<file path="config.mk">
export PLATFORM = sky130hd
export DESIGN_NAME = rrc_ctrl
export DESIGN_NICKNAME = d
export VERILOG_FILES = /design/src/hdl/rrc_pkg.sv /design/src/hdl/rrc_ctrl.sv
export SDC_FILE = /design/constraint.sdc
export NUM_CORES = 1
export LEC_CHECK = 0
export ABC_AREA = 1
export CAP_MARGIN = 20
export CORE_AREA = 4 4 41 43
export DETAILED_ROUTE_END_ITERATION = 6
export DIE_AREA = 0 0 45 47
export DONT_BUFFER_PORTS = 1
export PLACE_DENSITY = 0.34
export SYNTH_ARGS = -nofsm -noshare
export SYNTH_HDL_FRONTEND = slang
export SYNTH_SLANG_ARGS = --single-unit
</file>
<file path="constraint.sdc">
create_clock -name clock -period 1.1 [get_ports clock]
set_clock_uncertainty 0.1 [all_clocks]
set_input_delay 0.22 -clock clock [delete_from_list [all_inputs] [get_ports clock]]
set_output_delay 0.22 -clock clock [all_outputs]
set_load 0.05 [all_outputs]
</file>
<file path="src/hdl/rrc_pkg.sv">
// Shared types and constants for the rectangle raster canvas.
`default_nettype none

package rrc_pkg;

   // Frame store geometry.
   localparam int MAX_SIDE   = 256;
   localparam int SIDE_BITS  = 8;
   localparam int ADDR_BITS  = 2 * SIDE_BITS;
   localparam int DIM_BITS   = SIDE_BITS + 1;

   // Fixed-point coordinates: 24-bit inputs, widened for sums and margins.
   localparam int FRAC_BITS  = 8;
   localparam int IN_BITS    = 24;
   localparam int COORD_BITS = IN_BITS + 2;

   // Request kinds.
   localparam logic [1:0] REQ_CLEAR  = 2'd0;
   localparam logic [1:0] REQ_DRAW   = 2'd1;
   localparam logic [1:0] REQ_READ   = 2'd2;
   localparam logic [1:0] REQ_UNUSED = 2'd3;

   // Result status codes.
   localparam logic [1:0] STAT_OK      = 2'd0;
   localparam logic [1:0] STAT_BADRECT = 2'd1;
   localparam logic [1:0] STAT_OUTSIDE = 2'd2;

   // Shape codes.
   localparam logic [7:0] CODE_FILLED  = 8'h52;
   localparam logic [7:0] CODE_OUTLINE = 8'h72;

   // Configuration register indexes.
   localparam logic [1:0] CSR_WIDTH  = 2'd0;
   localparam logic [1:0] CSR_HEIGHT = 2'd1;
   localparam logic [1:0] CSR_BG     = 2'd2;

   // Commands from the controller to the datapath.
   typedef struct packed {
      logic load;
      logic scan;
      logic rd;
   } cmd_type;

   // Status from the datapath to the controller.
   typedef struct packed {
      logic [1:0] kind;
      logic       invalid;
      logic       empty;
      logic       outside;
      logic       scan_last;
   } sts_type;

endpackage

`default_nettype wire

</file>
<file path="src/hdl/rrc_ctrl.sv">
// Request sequencer of the rectangle raster canvas.
`default_nettype none

module rrc_ctrl
   import rrc_pkg::*;
(
   input  wire logic    clock,
   input  wire logic    reset,
   input  wire logic    start,
   input  sts_type      sts,
   output logic         busy,
   output logic         rsp_valid,
   output cmd_type      cmd
);

   localparam logic [2:0] ST_IDLE  = 3'd0;
   localparam logic [2:0] ST_CHECK = 3'd1;
   localparam logic [2:0] ST_SCAN  = 3'd2;
   localparam logic [2:0] ST_READ  = 3'd3;
   localparam logic [2:0] ST_RESP  = 3'd4;

   logic [2:0] state_ff;
   logic [2:0] state_in;

   // Next state.
   always_comb begin
      state_in = state_ff;
      unique case (state_ff)
         ST_IDLE: begin
            if (start) state_in = ST_CHECK;
         end
         ST_CHECK: begin
            unique case (sts.kind)
               REQ_CLEAR: state_in = sts.empty ? ST_RESP : ST_SCAN;
               REQ_DRAW:  state_in = (sts.invalid || sts.empty) ? ST_RESP : ST_SCAN;
               REQ_READ:  state_in = sts.outside ? ST_RESP : ST_READ;
               default:   state_in = ST_RESP;
            endcase
         end
         ST_SCAN: begin
            if (sts.scan_last) state_in = ST_RESP;
         end
         ST_READ:  state_in = ST_RESP;
         ST_RESP:  state_in = ST_IDLE;
         default:  state_in = ST_IDLE;
      endcase
   end

   always_ff @(posedge clock) begin
      if (reset) begin
         state_ff <= ST_IDLE;
      end else begin
         state_ff <= state_in;
      end
   end

   // Commands and handshake outputs.
   assign busy      = (state_ff != ST_IDLE);
   assign rsp_valid = (state_ff == ST_RESP);
   assign cmd.load  = (state_ff == ST_IDLE) && start;
   assign cmd.scan  = (state_ff == ST_SCAN);
   assign cmd.rd    = (state_ff == ST_READ);

   // An accepted request makes the block busy on the next cycle.
   a_accept_busy: assert property (@(posedge clock) disable iff (reset)
      (start && !busy) |=> busy)
      else $error("accepted request did not raise busy");

   // A result is shown for a single cycle and is followed by idle.
   a_single_result: assert property (@(posedge clock) disable iff (reset)
      rsp_valid |=> (!rsp_valid && !busy))
      else $error("result strobe lasted more than one cycle");

   // A result never appears without work having been in progress.
   a_result_after_work: assert property (@(posedge clock) disable iff (reset)
      rsp_valid |-> $past(busy))
      else $error("result without a request in progress");

endmodule

`default_nettype wire

</file>
Yosys cells after proc, flatten, opt, wreduce, memory -nomap -nowiden

Index checks and enable logic that the tools add are counted.

Equality and inequality tests: 8
Mux-type cells: 7
Reductions and logical operators: 6

Operators with widths:

| operator                                                        | number |
|---|---|
| 3-bit 2-to-1 mux                                                | 5 |
| 3-bit case mux with 4 select lines                              | 1 |
| 3-bit case mux with 3 select lines                              | 1 |
| 3-bit by 2-bit == test with 1-bit output, second input constant | 2 |
| 2-bit inequality test, second input constant                    | 2 |
| 3-bit by 1-bit == test with 1-bit output, second input constant | 1 |
| 3-bit == test, second input constant                            | 1 |
| 3-bit logical NOT                                               | 1 |
| 3-bit nonzero test                                              | 1 |
| 2-bit by 1-bit == test with 1-bit output, second input constant | 1 |
| 2-bit == test, second input constant                            | 1 |
| 2-bit logical NOT                                               | 1 |
| 2-bit AND reduction                                             | 1 |
| 1-bit logical AND                                               | 1 |
| 1-bit logical OR                                                | 1 |

Flip-flop bits (word level): 3
Bits of input ports: 9
Output and inout port bits: 5
Word-level logic and storage cells: 22

Longest topological paths before layout

Depth after elaboration: 4
Depth in mapped cells: 7
Gate-level depth less buffers: 7

Least setup slack after synthesis

Ideal clock, no wire load.

Path kind: flip-flop to output port
From: reg state_ff[0]
To: out cmd[2] in the netlist's numbering
Arrival time: 1.561 ns
Required time: 0.780 ns
Slack: -0.781 ns
Stages on the path, launching flop included: 4
Buffers on the path: 0
Cell sequence: dfxtp_1 nor2_1 nand2_1 nor2_1

RTL lines:

| item                     | RTL line       | source |
|---|---|---|
| start: declaration       | rrc_ctrl.sv:22 | `logic [2:0] state_ff;` |
| start signal: assignment | rrc_ctrl.sv:53 | `state_ff <= state_in;` |
| end: declaration         | rrc_ctrl.sv:13 | `output cmd_type cmd` |

==> results.sh <==
export IMPL_largest_register_ffs=3
export IMPL_grt_first_pass_wirelength_um=1110
export IMPL_ios=14
export IMPL_synth_largest_area_cell="dfxtp_1"
export IMPL_drv_slew=0
export IMPL_end_kind="primary output"
export IMPL_ant_nets=0
export IMPL_synthTopCellsByArea="dfxtp_1 (27%), nor2_1 (17%), inv_1 (10%)"
export IMPL_wl_um=644
export IMPL_num_fill_cells=151
export IMPL_gp_congestion=0.7093
export IMPL_via_per_inst=4.159
export IMPL_overflow=0
export IMPL_hpwl_um=507.8
export IMPL_min_period_over_period_pct=125.2
export IMPL_fin_util_pct=38.46
export IMPL_ys_warn_count=0
export IMPL_portBuffers=0
export IMPL_crit_path_top_delay_cell="dfxtp_4"
export IMPL_clkSlewWorstSetupHoldPaths_ps=40
export IMPL_drv_cap=0
export IMPL_clkLatencyLatePin_ps=230
export IMPL_worstPathCellList="inv_2 -> nor2_4 -> inv_4 -> nor2_4 -> buf_12"
export IMPL_coreArea_mm2=0.001301
export IMPL_routedWlPerCell_um=9.333
export IMPL_area_delta_synth_final_pct=122.2
export IMPL_drt_iter0_drc=0
export IMPL_synthDistinctLibCells=13
export IMPL_largest_register="state_ff"
export IMPL_cellPowerDensity_mw_per_mm2=1571
export IMPL_slowest_delay_ps=360
export IMPL_h_tree_depth=1
export IMPL_fp_dieArea_mm2=0.002115
export IMPL_avgSynthCellArea_um2=5.927
export IMPL_setup_tns_ps=-1320
export IMPL_finalHoldViolCount=0
export IMPL_syn_nets=47
export IMPL_reg_top3="state_ff (3)"
export IMPL_crit_top_cell="nor2_4"
export IMPL_hold_path_class="in2reg"
export IMPL_clkSinkCount=3
export IMPL_worst_setup_path_type="reg2out"
export IMPL_fmaxAchievable_ghz=0.7262
export IMPL_rsz0062_at_grt="true"
export IMPL_drc=0
export IMPL_ys_ff_latch=3
export IMPL_cp_start_kind="register"
export IMPL_clockBufferDepth=2
export IMPL_hold_ws_ps=89.51
export IMPL_firstDrtPassIters=1
export IMPL_violations="setup timing"
export IMPL_grt_max_degree=6
export IMPL_dp_worst_setup_slack_ps=-118.5
export IMPL_initial_core_util_pct=17.31
export IMPL_slew_headroom_pct=88.38
export IMPL_finalSetupViolCount=6
export IMPL_irDropWorstVdd_mv=0.5786
export IMPL_cts_made_buffers=3
export IMPL_cp_arrival_ps=1060
export IMPL_cp_max_fo=4
export IMPL_syn_inst=38
export IMPL_p_leak_nw=0.2154
export IMPL_clockRootBuffer="clkbuf_4"
export IMPL_syn_cell_area_um2=225.2
export IMPL_antenna_found_initial=0
export IMPL_run_status="finished with violations"
export IMPL_yosysTopAreaCellShare_pct=26.67
export IMPL_die_width_um=45
export IMPL_nets=64
export IMPL_post_route_worst_setup_slack_ps=-276.9
export IMPL_track_usage_pct=7.431
export IMPL_cts_tree="done"
export IMPL_drive_above_1_share_pct=66.67
export IMPL_diodes=0
export IMPL_tightestPinTransition_ps=173.7
export IMPL_seq_area_frac_synth_pct=26.67
export IMPL_fin_crit_ps=1377
export IMPL_row_count=13
export IMPL_cp_data_required_time_ps=780
export IMPL_die_y_um=47
export IMPL_grt_pass1_vias=286
export IMPL_vias=287
logic make-up after synthesis:
logic type,Yosys count,synth area share (%)
compound gates,1,2.220
buf+inv,8,13.33
flops,3,26.67
simple gates,26,57.78
synth_stat cells:
| cell | instances |
|---|---|
| dfxtp_1 | 3 |
| nor2_4 | 1 |
| nor2_1 | 10 |
| nand3_2 | 1 |
| a21oi_1 | 1 |
| inv_2 | 2 |
| inv_1 | 6 |
| nand2_2 | 1 |
| nor2_2 | 2 |
| nand3_1 | 2 |
| nand3b_1 | 2 |
| nand2_1 | 6 |
| nor3_1 | 1 |
stage by stage:
step                std cells  total power, W  area (um2)
finish                     69       0.0007865       500.5
global route               69       0.0008447       500.5
CTS                        68       0.0007671       469.2
detailed placement         63       0.0005505       426.7
global placement           63       0.0005508       426.7
floorplan                  38       0.0004088       282.8
final timing paths:
kind                            depth (start not counted)     endpoint   startpoint  slack [ps]
worst max register to register                          8  state_ff[2]  state_ff[1]         -60
worst min register to register                          3  state_ff[1]  state_ff[2]         520
worst min-delay path                                    2  state_ff[2]        reset          90
worst max-delay path                                    5       cmd[1]  state_ff[1]        -280
timing repair:
action	in CTS	in global routing
pin swaps	1	5
gates resized for setup	3	8
hold endpoints to repair	1	0
hold buffers	1	0
buffers inserted	0	2
endpoints found under the setup margin	6	7
power breakdown:
| part | total, W | internal (W) | switching [W] | leakage, nW |
|---|---|---|---|---|
| Combinational | 0.000430 | 0.000191 | 0.000239 | 0.174 |
| Clock | 0.000196 | 0.000136 | 0.0000601 | 0.0150 |
| Sequential | 0.000160 | 0.000130 | 0.0000302 | 0.0267 |
placed cells by master (no fill, tap or decap), drive strengths merged:
cell,netlist,routed
dfxtp,3,3
clkbuf,0,4
nand3b,2,2
nand3,3,3
a21oi,1,1
nor3,1,1
dlygate4sd3,0,1
nor2,13,13
nand2,7,7
buf,0,11
inv,8,8
layer usage:
| metal | global-route usage (%) | routed length [um] | up-vias |
|---|---|---|---|
| met2 | 11.86 | 332 | 12 |
| li1 | - | - | 148 |
| met4 | 5.263 | 13 | 0 |
| met1 | 7.517 | 239 | 125 |
| met3 | 3.831 | 58 | 2 |
| met5 | 0 | 0 | - |
final cells by class:
type	instances	area [um2]	share of cell area [%]
Multi-Input combinational cell	27	198.9	39.75
Timing Repair Buffer	12	150.1	30.00
Sequential cell	3	71.32	14.25
Inverter	8	35.03	7.000
Clock buffer	4	26.28	5.250
Tap cell	15	18.77	3.750
critical path, delay by kind of cell (launching register included):
family                 cells  cell delay, ps
buffers and inverters      3             250
and+or+nand+nor            2             210
DFF                        1             360
No activity file was read; power rests on OpenSTA's default activity.
